## src/hw/rtl/jsu_pkg.sv

```systemverilog
// Shared types, codes and constants for the JSON string unescaper.
package jsu_pkg;

   // Result type codes carried on rsp_tuser.
   localparam logic [1:0] RT_DATA  = 2'd0;
   localparam logic [1:0] RT_CLOSE = 2'd1;
   localparam logic [1:0] RT_ERR   = 2'd2;

   // Commands passed from the front end to the back end.
   localparam logic [1:0] CMD_BYTE  = 2'd0;
   localparam logic [1:0] CMD_CLOSE = 2'd1;
   localparam logic [1:0] CMD_ERR   = 2'd2;
   localparam logic [1:0] CMD_UTF8  = 2'd3;

   // UTF-8 encoding constants.
   localparam logic [7:0]  UTF8_LEAD2 = 8'hC0;
   localparam logic [7:0]  UTF8_LEAD3 = 8'hE0;
   localparam logic [7:0]  UTF8_CONT  = 8'h80;
   localparam logic [15:0] UTF8_ONE_LIMIT = 16'h0080;
   localparam logic [15:0] UTF8_TWO_LIMIT = 16'h0800;

   // Default depth of the command queue between front and back end.
   localparam int QUEUE_DEPTH_DEFAULT = 4;

   typedef struct packed {
      logic [1:0]  op;
      logic [15:0] value;
   } cmd_type;

endpackage

```

## src/hw/rtl/jsu_front.sv

```systemverilog
// Front end: accepts text bytes, tracks string and escape state, and issues commands.
module jsu_front
   import jsu_pkg::*;
(
   input  logic       clock,
   input  logic       reset,
   input  logic       req_tvalid,
   output logic       req_tready,
   input  logic [7:0] req_tdata,
   input  logic       req_tuser,
   input  logic       queue_full,
   output logic       push_valid,
   output cmd_type    push_cmd
);

   localparam logic [1:0] MODE_WAIT = 2'd0;
   localparam logic [1:0] MODE_STR  = 2'd1;
   localparam logic [1:0] MODE_ESC  = 2'd2;
   localparam logic [1:0] MODE_HEX  = 2'd3;

   localparam logic [7:0] CH_QUOTE = 8'h22;
   localparam logic [7:0] CH_BSLASH = 8'h5C;
   localparam logic [7:0] CH_B = 8'h62;
   localparam logic [7:0] CH_F = 8'h66;
   localparam logic [7:0] CH_N = 8'h6E;
   localparam logic [7:0] CH_R = 8'h72;
   localparam logic [7:0] CH_T = 8'h74;
   localparam logic [7:0] CH_U = 8'h75;

   logic [1:0]  mode_ff, mode_in;
   logic [1:0]  hex_count_ff, hex_count_in;
   logic [15:0] code_point_ff, code_point_in;

   logic        accept;
   logic        hex_ok;
   logic [3:0]  hex_digit;
   logic [15:0] code_point_next;

   // Decodes one ASCII hex digit; hex_ok is low for any other byte.
   always_comb begin
      hex_ok    = 1'b1;
      hex_digit = 4'd0;
      if (req_tdata >= 8'h30 && req_tdata <= 8'h39) begin
         hex_digit = req_tdata[3:0];
      end else if ((req_tdata >= 8'h41 && req_tdata <= 8'h46) ||
                   (req_tdata >= 8'h61 && req_tdata <= 8'h66)) begin
         hex_digit = req_tdata[3:0] + 4'd9;
      end else begin
         hex_ok = 1'b0;
      end
   end

   assign req_tready      = ~queue_full;
   assign accept          = req_tvalid & req_tready;
   assign code_point_next = {code_point_ff[11:0], hex_digit};

   always_comb begin
      mode_in        = mode_ff;
      hex_count_in   = hex_count_ff;
      code_point_in  = code_point_ff;
      push_valid     = 1'b0;
      push_cmd.op    = CMD_BYTE;
      push_cmd.value = {8'd0, req_tdata};
      if (accept) begin
         if (req_tuser) begin
            if (mode_ff != MODE_WAIT) begin
               mode_in       = MODE_WAIT;
               hex_count_in  = 2'd0;
               code_point_in = 16'd0;
               push_valid    = 1'b1;
               push_cmd.op   = CMD_ERR;
            end
         end else begin
            unique case (mode_ff)
               MODE_WAIT: begin
                  if (req_tdata == CH_QUOTE) begin
                     mode_in = MODE_STR;
                  end else begin
                     hex_count_in  = 2'd0;
                     code_point_in = 16'd0;
                     push_valid    = 1'b1;
                     push_cmd.op   = CMD_ERR;
                  end
               end
               MODE_STR: begin
                  if (req_tdata == CH_QUOTE) begin
                     mode_in       = MODE_WAIT;
                     hex_count_in  = 2'd0;
                     code_point_in = 16'd0;
                     push_valid    = 1'b1;
                     push_cmd.op   = CMD_CLOSE;
                  end else if (req_tdata == CH_BSLASH) begin
                     mode_in = MODE_ESC;
                  end else begin
                     push_valid = 1'b1;
                  end
               end
               MODE_ESC: begin
                  mode_in    = MODE_STR;
                  push_valid = 1'b1;
                  unique case (req_tdata)
                     CH_B: push_cmd.value = 16'h0008;
                     CH_F: push_cmd.value = 16'h000C;
                     CH_N: push_cmd.value = 16'h000A;
                     CH_R: push_cmd.value = 16'h000D;
                     CH_T: push_cmd.value = 16'h0009;
                     CH_U: begin
                        mode_in       = MODE_HEX;
                        hex_count_in  = 2'd0;
                        code_point_in = 16'd0;
                        push_valid    = 1'b0;
                     end
                     default: push_cmd.value = {8'd0, req_tdata};
                  endcase
               end
               MODE_HEX: begin
                  if (!hex_ok) begin
                     mode_in       = MODE_WAIT;
                     hex_count_in  = 2'd0;
                     code_point_in = 16'd0;
                     push_valid    = 1'b1;
                     push_cmd.op   = CMD_ERR;
                  end else if (hex_count_ff == 2'd3) begin
                     mode_in        = MODE_STR;
                     hex_count_in   = 2'd0;
                     code_point_in  = 16'd0;
                     push_valid     = 1'b1;
                     push_cmd.op    = CMD_UTF8;
                     push_cmd.value = code_point_next;
                  end else begin
                     hex_count_in  = hex_count_ff + 2'd1;
                     code_point_in = code_point_next;
                  end
               end
               default: mode_in = MODE_WAIT;
            endcase
         end
      end
   end

   always_ff @(posedge clock) begin
      if (reset) begin
         mode_ff       <= MODE_WAIT;
         hex_count_ff  <= 2'd0;
         code_point_ff <= 16'd0;
      end else begin
         mode_ff       <= mode_in;
         hex_count_ff  <= hex_count_in;
         code_point_ff <= code_point_in;
      end
   end

endmodule

```

## src/hw/rtl/jsu_queue.sv

```systemverilog
// Command queue that decouples the front end from the back end.
module jsu_queue
   import jsu_pkg::*;
#(
   parameter int DEPTH = QUEUE_DEPTH_DEFAULT
)
(
   input  logic    clock,
   input  logic    reset,
   input  logic    push_valid,
   input  cmd_type push_cmd,
   input  logic    pop,
   output logic    full,
   output logic    empty,
   output cmd_type head_cmd
);

   localparam int PTR_W = (DEPTH > 1) ? $clog2(DEPTH) : 1;
   localparam int CNT_W = $clog2(DEPTH + 1);
   localparam logic [PTR_W-1:0] PTR_LAST = PTR_W'(DEPTH - 1);

   cmd_type          entry_ff [DEPTH];
   logic [PTR_W-1:0] wr_ptr_ff, wr_ptr_in;
   logic [PTR_W-1:0] rd_ptr_ff, rd_ptr_in;
   logic [CNT_W-1:0] count_ff, count_in;

   assign full     = (count_ff == CNT_W'(DEPTH));
   assign empty    = (count_ff == '0);
   assign head_cmd = entry_ff[rd_ptr_ff];

   always_comb begin
      wr_ptr_in = wr_ptr_ff;
      rd_ptr_in = rd_ptr_ff;
      count_in  = count_ff;
      if (push_valid) begin
         wr_ptr_in = (wr_ptr_ff == PTR_LAST) ? '0 : wr_ptr_ff + 1'b1;
      end
      if (pop) begin
         rd_ptr_in = (rd_ptr_ff == PTR_LAST) ? '0 : rd_ptr_ff + 1'b1;
      end
      if (push_valid && !pop) begin
         count_in = count_ff + 1'b1;
      end else if (!push_valid && pop) begin
         count_in = count_ff - 1'b1;
      end
   end

   always_ff @(posedge clock) begin
      if (reset) begin
         wr_ptr_ff <= '0;
         rd_ptr_ff <= '0;
         count_ff  <= '0;
      end else begin
         wr_ptr_ff <= wr_ptr_in;
         rd_ptr_ff <= rd_ptr_in;
         count_ff  <= count_in;
      end
   end

   always_ff @(posedge clock) begin
      if (push_valid) begin
         entry_ff[wr_ptr_ff] <= push_cmd;
      end
   end

endmodule

```

## src/hw/rtl/jsu_back.sv

```systemverilog
// Back end: expands each command into one to three results in an output register.
module jsu_back
   import jsu_pkg::*;
(
   input  logic       clock,
   input  logic       reset,
   input  logic       queue_empty,
   input  cmd_type    head_cmd,
   output logic       pop,
   output logic       rsp_tvalid,
   input  logic       rsp_tready,
   output logic [7:0] rsp_tdata,
   output logic [1:0] rsp_tuser,
   output logic       rsp_tlast
);

   logic [1:0] step_ff, step_in;
   logic       rsp_tvalid_ff, rsp_tvalid_in;
   logic [7:0] rsp_tdata_ff, rsp_tdata_in;
   logic [1:0] rsp_tuser_ff, rsp_tuser_in;
   logic       rsp_tlast_ff, rsp_tlast_in;

   logic       out_free;
   logic       emit;
   logic [1:0] last_step;
   logic [7:0] byte_sel;
   logic [1:0] type_sel;
   logic [15:0] cp;

   assign cp       = head_cmd.value;
   assign out_free = ~rsp_tvalid_ff | rsp_tready;
   assign emit     = ~queue_empty & out_free;

   // Index of the final result of the head command.
   always_comb begin
      last_step = 2'd0;
      if (head_cmd.op == CMD_UTF8) begin
         if (cp < UTF8_ONE_LIMIT) begin
            last_step = 2'd0;
         end else if (cp < UTF8_TWO_LIMIT) begin
            last_step = 2'd1;
         end else begin
            last_step = 2'd2;
         end
      end
   end

   always_comb begin
      byte_sel = 8'd0;
      type_sel = RT_DATA;
      unique case (head_cmd.op)
         CMD_BYTE:  byte_sel = cp[7:0];
         CMD_CLOSE: type_sel = RT_CLOSE;
         CMD_ERR:   type_sel = RT_ERR;
         CMD_UTF8: begin
            priority if (last_step == 2'd0) begin
               byte_sel = cp[7:0];
            end else if (last_step == 2'd1) begin
               byte_sel = (step_ff == 2'd0) ? (UTF8_LEAD2 | {3'd0, cp[10:6]})
                                            : (UTF8_CONT | {2'd0, cp[5:0]});
            end else begin
               unique case (step_ff)
                  2'd0:    byte_sel = UTF8_LEAD3 | {4'd0, cp[15:12]};
                  2'd1:    byte_sel = UTF8_CONT | {2'd0, cp[11:6]};
                  default: byte_sel = UTF8_CONT | {2'd0, cp[5:0]};
               endcase
            end
         end
         default: type_sel = RT_ERR;
      endcase
   end

   always_comb begin
      step_in       = step_ff;
      pop           = 1'b0;
      rsp_tvalid_in = rsp_tvalid_ff & ~rsp_tready;
      rsp_tdata_in  = rsp_tdata_ff;
      rsp_tuser_in  = rsp_tuser_ff;
      rsp_tlast_in  = rsp_tlast_ff;
      if (emit) begin
         rsp_tvalid_in = 1'b1;
         rsp_tdata_in  = byte_sel;
         rsp_tuser_in  = type_sel;
         rsp_tlast_in  = (step_ff == last_step);
         if (step_ff == last_step) begin
            pop     = 1'b1;
            step_in = 2'd0;
         end else begin
            step_in = step_ff + 2'd1;
         end
      end
   end

   always_ff @(posedge clock) begin
      if (reset) begin
         step_ff       <= 2'd0;
         rsp_tvalid_ff <= 1'b0;
      end else begin
         step_ff       <= step_in;
         rsp_tvalid_ff <= rsp_tvalid_in;
      end
   end

   always_ff @(posedge clock) begin
      rsp_tdata_ff <= rsp_tdata_in;
      rsp_tuser_ff <= rsp_tuser_in;
      rsp_tlast_ff <= rsp_tlast_in;
   end

   assign rsp_tvalid = rsp_tvalid_ff;
   assign rsp_tdata  = rsp_tdata_ff;
   assign rsp_tuser  = rsp_tuser_ff;
   assign rsp_tlast  = rsp_tlast_ff;

endmodule

```

## src/hw/rtl/json_string_unescape_utf8.sv

```systemverilog
// Top level of the JSON string unescaper: front end, command queue and UTF-8 back end.
// A request that yields output is pushed as a command into the queue; the back end then registers its results.
// Throughput: one request per cycle; the back end emits one result per cycle while rsp_tready is high, so a
// \u escape that encodes to two or three UTF-8 bytes holds the output until all of its bytes are taken.
// The command queue absorbs such bursts; requests stall only when it is full.
// Reset (synchronous, active high) returns to waiting for an opening quote and empties the queue.
module json_string_unescape_utf8
   import jsu_pkg::*;
#(
   parameter int QUEUE_DEPTH = QUEUE_DEPTH_DEFAULT
)
(
   input  logic       clock,
   input  logic       reset,
   // Request channel: one text byte per request.
   input  logic       req_tvalid,
   output logic       req_tready,
   input  logic [7:0] req_tdata,   // [7:0] in_byte
   input  logic       req_tuser,   // [0] kind: 0 data byte, 1 end of input
   // Result channel: one decoded byte or status per result.
   output logic       rsp_tvalid,
   input  logic       rsp_tready,
   output logic [7:0] rsp_tdata,   // [7:0] out_byte
   output logic [1:0] rsp_tuser,   // [1:0] result_type: 0 data, 1 closed, 2 error
   output logic       rsp_tlast    // last result caused by the request
);

   logic    push_valid;
   cmd_type push_cmd;
   logic    queue_full;
   logic    queue_empty;
   logic    pop;
   cmd_type head_cmd;

   // The front end decodes string, escape and hex-digit state one byte per cycle while the queue is not
   // full, and turns every request that yields output into a single command.
   jsu_front u_front (
      .clock      (clock),
      .reset      (reset),
      .req_tvalid (req_tvalid),
      .req_tready (req_tready),
      .req_tdata  (req_tdata),
      .req_tuser  (req_tuser),
      .queue_full (queue_full),
      .push_valid (push_valid),
      .push_cmd   (push_cmd)
   );

   // The queue lets the front end keep taking bytes while the back end drains a burst.
   jsu_queue #(
      .DEPTH (QUEUE_DEPTH)
   ) u_queue (
      .clock      (clock),
      .reset      (reset),
      .push_valid (push_valid),
      .push_cmd   (push_cmd),
      .pop        (pop),
      .full       (queue_full),
      .empty      (queue_empty),
      .head_cmd   (head_cmd)
   );

   // The back end expands a command into its results and registers each one.
   jsu_back u_back (
      .clock       (clock),
      .reset       (reset),
      .queue_empty (queue_empty),
      .head_cmd    (head_cmd),
      .pop         (pop),
      .rsp_tvalid  (rsp_tvalid),
      .rsp_tready  (rsp_tready),
      .rsp_tdata   (rsp_tdata),
      .rsp_tuser   (rsp_tuser),
      .rsp_tlast   (rsp_tlast)
   );

endmodule

```

## config.mk

```make
export PLATFORM = sky130hd
export DESIGN_NAME = json_string_unescape_utf8
export DESIGN_NICKNAME = d
export VERILOG_FILES = /design/src/hw/rtl/jsu_pkg.sv /design/src/hw/rtl/jsu_front.sv /design/src/hw/rtl/jsu_queue.sv /design/src/hw/rtl/jsu_back.sv /design/src/hw/rtl/json_string_unescape_utf8.sv
export SDC_FILE = /design/constraint.sdc
export NUM_CORES = 1
export LEC_CHECK = 0
export BUFFER_PORTS_ARGS = -buffer_cell sky130_fd_sc_hd__clkbuf_2
export CAP_MARGIN = 10
export CORE_MARGIN = 5
export CORE_UTILIZATION = 35
export DETAILED_ROUTE_END_ITERATION = 10
export SLEW_MARGIN = 20
export SYNTH_ARGS = -nofsm -noshare
export SYNTH_HDL_FRONTEND = slang
export SYNTH_SLANG_ARGS = --single-unit
```

## constraint.sdc

```tcl
create_clock -name clock -period 4.15 [get_ports clock]
set_input_delay 0.83 -clock clock [delete_from_list [all_inputs] [get_ports clock]]
set_output_delay 0.83 -clock clock [all_outputs]
set_load 0.05 [all_outputs]
```

After elaboration in Yosys (flattened, before gate mapping)
Memory sizes are Yosys's and may differ from the RTL's. A register that Yosys moved wholly into a read port is not among the register bits.
Cells that the tools add are included.
{"block": "totals", "mem_bits_ro": 0, "wordCells": 151, "register_bits": 37, "mem_count": 1, "inputBits": 13, "ramBits": 72, "latch_bits": 0}
{"memory": "u_queue.entry_ff", "depth": 4, "width": 18, "rd": 1, "rd_ports_with_merged_regs": 1, "write_ports": 1, "line_no": "jsu_queue.sv:22", "rtl": "cmd_type entry_ff [DEPTH];"}
{"block": "op_classes", "n_reduce_logical": 17, "multipliers": 0, "n_div": 0, "muxes": 71, "n_eq_ne": 28, "order_cmp": 8, "bitwise": 8, "shifts": 0, "addsub": 7}
{"cell": "12-bit 2-to-1 mux", "n": 7}
{"cell": "8-bit by 7-bit == test with 1-bit output (second input constant)", "n": 7}
{"cell": "2-bit 2-to-1 mux", "n": 26}
{"cell": "12-bit case mux with 4 select lines", "n": 1}
{"cell": "8-bit case mux with 5 select lines", "n": 1}
{"cell": "18-bit 2-to-1 mux", "n": 2}
{"cell": "16-bit 2-to-1 mux", "n": 2}
{"cell": "16-bit case mux with 2 select lines", "n": 1}
{"cell": "1-bit 2-to-1 mux", "n": 17}
{"cell": "8-bit by 7-bit greater-or-equal comparator with 1-bit output (second input constant)", "n": 2}
{"cell": "8-bit by 7-bit <= comparator with 1-bit output (second input constant)", "n": 2}
{"cell": "16-bit by 12-bit less-than comparator with 1-bit output (second input constant)", "n": 1}
{"cell": "16-bit by 8-bit less-than comparator with 1-bit output (second input constant)", "n": 1}
{"cell": "8-bit 2-to-1 mux", "n": 2}
{"cell": "2-bit case mux with 4 select lines", "n": 2}
{"cell": "8-bit case mux with 2 select lines", "n": 1}
{"cell": "2-bit == test (second input constant)", "n": 7}
{"cell": "7-bit case mux with 2 select lines", "n": 1}
{"cell": "5-bit AND reduction", "n": 2}
{"cell": "3-bit by 2-bit inequality test with 1-bit output (second input constant)", "n": 3}
{"cell": "2-bit by 1-bit adder with 2-bit output (second input constant)", "n": 4}
{"cell": "2-bit by 1-bit == test with 1-bit output (second input constant)", "n": 4}
{"cell": "8-bit by 6-bit == test with 1-bit output (second input constant)", "n": 1}
{"cell": "8-bit by 6-bit greater-or-equal comparator with 1-bit output (second input constant)", "n": 1}
{"cell": "other kinds (25)", "n": 41}

Logic depth before layout (Yosys ltp)
{"block": "depth", "depth_word": 13, "mapped_depth": 15}

Cells and area by module
Synthesis repeated with hierarchy kept, for this count alone.
{"block": "hier_totals", "hier_cells": 408, "hier_area_um2": 5509.0}
{"mod": "jsu_queue", "cells_per_inst": 138, "seq_area_each_um2": 2342.2, "area_each_um2": 3079.2, "n_inst": 1}
{"mod": "jsu_front", "cells_per_inst": 167, "seq_area_each_um2": 320.3, "area_each_um2": 1460.2, "n_inst": 1}
{"mod": "jsu_back", "cells_per_inst": 103, "seq_area_each_um2": 390.4, "area_each_um2": 969.7, "n_inst": 1}

Worst setup path before layout
OpenSTA, ideal clock, no wires.
{"block": "synth_timing", "kind": "input port to flip-flop", "from": "input req_tdata[0]", "to": "register u_queue.count_ff[2]", "slack_ns": 0.803, "cell_stages": 13, "arrival_ns": 3.276, "path_buffers": 0, "path_cell_list": "inv_1 -> ha_1 -> inv_1 -> o311ai_0 -> a211oi_1 -> o21a_1 -> nor2_1 -> ha_1 -> inv_1 -> fa_1 -> xor2_1 -> or3_1 -> a21oi_1"}
{"block": "synth_between", "elab_chain_len": 12, "elab_cells_between_ends": 28, "classes_between": "6 x order compare; 3 x eq/ne; 11 x mux; 8 x reduce/logical"}
{"element": "from (decl)", "line_no": "json_string_unescape_utf8.sv:18", "rtl": "input logic [7:0] req_tdata,"}
{"element": "8-bit by 7-bit greater-or-equal comparator with 1-bit output, or another cell as far along", "line_no": "jsu_front.sv:45", "rtl": "end else if ((req_tdata >= 8'h41 && req_tdata <= 8'h46) ||"}
{"element": "1-bit logical AND, on equally long branches", "line_no": "jsu_front.sv:45, jsu_front.sv:46"}
{"element": "1-bit logical OR", "line_no": "jsu_front.sv:45"}
{"element": "1-bit 2-to-1 mux", "line_no": "jsu_front.sv:45"}
{"element": "1-bit 2-to-1 mux", "line_no": "jsu_front.sv:43", "rtl": "if (req_tdata >= 8'h30 && req_tdata <= 8'h39) begin"}
{"element": "1-bit 2-to-1 mux", "line_no": "jsu_front.sv:117", "rtl": "if (!hex_ok) begin"}
{"element": "1-bit case mux with 4 select lines *", "line_no": "jsu_front.sv:74", "rtl": "unique case (mode_ff)"}
{"element": "1-bit 2-to-1 mux *", "line_no": "jsu_front.sv:65", "rtl": "if (req_tuser) begin"}
{"element": "1-bit 2-to-1 mux *", "line_no": "jsu_front.sv:64", "rtl": "if (accept) begin"}
{"element": "net push_valid", "line_no": "json_string_unescape_utf8.sv:28", "rtl": "logic push_valid;"}
{"element": "1-bit logical NOT", "line_no": "jsu_queue.sv:43", "rtl": "end else if (!push_valid && pop) begin"}
{"element": "1-bit logical AND", "line_no": "jsu_queue.sv:43"}
{"element": "2-bit nonzero test (no line)"}
{"element": "to (signal assigned)", "line_no": "jsu_queue.sv:56", "rtl": "count_ff <= count_in;"}
{"element": "to (decl)", "line_no": "jsu_queue.sv:25", "rtl": "logic [CNT_W-1:0] count_ff, count_in;"}
Mark *: on every way through the listed nets, which the timed path passes. The rest lies on a longest branch.
A chain may end at the register's enable or synchronous reset.

==> out/metrics.yaml <==
status: "complete, no violations"
worst-setup-path-type: "register to register"
clock-sinks: 111
post_cts_buffers: 0
place_congestion: 0.926
worst_pin_slew_ns: 0.653
fp.dieW_um: 135
clkPwrFrac_pct: 24.8
p_comb_share_pct: 33.8
yosysSeqAreaShare_pct: 56.0
clk_latency_ns: 0.35
yosys.cell_types.count: 70
irDropWorstVdd_uv: 240
wl_met2_um: 5710
viasPerCell: 5.35
syn2layout_area_growth_pct: 13.1
path_clk_slew_ns: 0.07
period_share_pct: 89.1
cts_buffers: 9
grt_pass1_vias: 3597
floorplan.initialDensity_pct: 35.8
cp_common_cell: "inv_1"
synth_area_um2: 5460
synth_fp_nets: 471
antenna_cells: 0
yosysTopAreaCell: "edfxtp_1"
vias: 3685
tns_ns: 0
antenna_left: 0
grt_pass1_wl_um: 18900
overflow: 0
drv_slew: 0
leakage_nw: 2.17
firstDrtPassIters: 4
slowest_delay_ns: 0.65
mostFrequentLayoutCell: "edfxtp_1"
wl_met3_um: 445
internal-power_mw: 2.21
drt-initial-drc-count: 179
drv_cap: 0
drc: 0
power.switching_mw: 1.18
grt_antenna_before_repair: 0
die_h_um: 135
worstPathMaxFanout: 8
synth_warnings: 0
synth_edf_count: 83
p_per_area_nw_per_um2: 549
coreArea_um2: 15300
synth_cells: 440
cts_hold_buf: 0
maxSlewHeadroom_pct: 56.3
p_sw_share_pct: 34.7
crit_arrival_ns: 3.97
synth-main-ff-cell: "edfxtp_1"
wl_met1_um: 5120
ys_seq_elements: 111
cts-root-buf: "clkbuf_16"
rsz0062_at_grt: "false"
synth_top_area_share_pct: 45.7
reg2reg_slack_ns: 0.45
finalSetupViolCount: 0
die_area_um2: 18200
hpwl_um: 8690
grt_usage_pct: 13.4
worstPathCellList: "mux4_2 -> or4_4 -> a41oi_2 -> a31oi_2 -> inv_1 -> ha_1 -> inv_1 -> fa_1 -> xor2_1 -> or3_1 -> a21oi_1"
drive_gt1_share_pct: 17.6
synthTopCellsByArea: "edfxtp_1 46%, dfxtp_1 10%, mux4_2 7.4%, ha_1 3.9%, nor2_1 2.2%"
boundaryPins: 26
finalNetCount: 504
hp-class: "register to register"
synth-async-reset-ratio_pct: 0
htree_levels: 3
fin_crit_ns: 3.70
avgRoutedWirePerCell_um: 16.8
crit_path_top_delay_cell: "mux4_2"
highest_layer: "met4"
cts_tree: "built"
finalWirelength_um: 11600
finish.utilization_pct: 40.4
clk_path_buf_depth: 2
cts_resized: 0
finClkSkew_ns: 0.0102
portBuffers: 25
seqPwrFrac_pct: 41.4
max_freq_ghz: 0.270
rows: 45
hold_viol: 0
final_cell_mix: "83 x edfxtp_1, 32 x nor2_1, 31 x nand2_1"
required_ns: 4.42
endpoint_kind: "register"
start_kind: "register"
syn-mean-instance-area_um2: 12.4
grt_max_degree: 30
==> registers in the layout, indices dropped and copies added, names as in the netlist, 3 cells and up, named ones only <==
| signal | cells |
|---|---|
| u_front.code_point_ff | 12 |
| u_queue.count_ff | 3 |
| u_back.rsp_tdata | 8 |
| u_queue.entry_ff | 72 |
==> worst max-delay path: cells and delay by family, from the launching register on <==
kind | cells | cell delay, ns
buffers and inverters | 2 | 0.18
muxes | 1 | 0.65
DFF | 1 | 0.61
AOI/OAI and AO/OA | 3 | 0.53
adders and majority gates | 2 | 0.57
and+or+nand+nor | 2 | 0.90
xor gates and xnor gates | 1 | 0.18
==> cell usage after synthesis (4+ instances only) <==
master	number
edfxtp_1	83
nor2_1	32
nand2_1	31
dfxtp_1	28
a21oi_1	22
inv_1	22
mux4_2	18
ha_1	17
o21ai_0	17
a22oi_1	13
clkbuf_1	12
and2_1	11
nor3_1	11
and3_1	7
mux2i_1	6
nand2b_1	6
nand3_1	6
a21o_1	4
a22o_1	4
nor4_1	4
o21bai_1	4
o32ai_1	4
==> cells by family after synthesis <==
family          after synthesis  share of synthesized area, %
compound gates              106                          14.0
xor+xnor                      5                         0.803
fa+ha+maj                    18                          4.27
buf+inv                      41                          3.10
flops                       111                          56.0
mux                          24                          8.53
simple gates                135                          13.3
==> worst paths after layout <==
kind	from	to	cells past startpoint
setup / recovery	register	u_queue.count_ff[2]$_SDFFE_PP0P_	11
hold / removal	u_front.hex_count_ff[1]$_SDFFE_PP0P_	u_front.hex_count_ff[1]$_SDFFE_PP0P_	2
setup reg to reg	register	u_queue.count_ff[2]$_SDFFE_PP0P_	11
hold reg to reg	u_front.hex_count_ff[1]$_SDFFE_PP0P_	u_front.hex_count_ff[1]$_SDFFE_PP0P_	2
==> area by class of cell <==
cell class | count | area [µm²]
clock buffers | 11 | 233
clock inverters | 5 | 56.3
fillers | 1448 | 9090
inverters | 22 | 82.6
multi-input cells | 288 | 2230
flip-flops and latches | 111 | 3050
well taps | 211 | 264
repair buffers | 41 | 245
==> metrics by stage <==
step                      cells  hold WS [ns]  setup WS (ns)  cell area, µm²  power [mW]
final                       689         0.468          0.452            6170        3.39
after global routing        689         0.484          0.204            6170        3.57
after floorplan             440         0.436          0.803            5460        2.29
after detailed placement    673         0.456          0.226            5880        2.58
after global placement      673         0.445          0.320            5880        2.57
after CTS                   689         0.467          0.386            6170        3.43
==> per-layer routing <==
layer  global-route usage (%)  up-vias
met3                     3.20       18
met5                        0        -
li1                         -     1775
met4                     5.49        0
met2                     22.3       94
met1                     16.8     1798
==> power groups by stage <==
stage | Sequential (mW) | Combinational [mW] | Clock, mW
after global placement | 1.43 | 1.14 | 0
after floorplan | 1.62 | 0.672 | 0
final | 1.40 | 1.14 | 0.839
after detailed placement | 1.43 | 1.15 | 0
after global routing | 1.42 | 1.24 | 0.912
after CTS | 1.41 | 1.15 | 0.871
(Power assumes the default switching activity.)
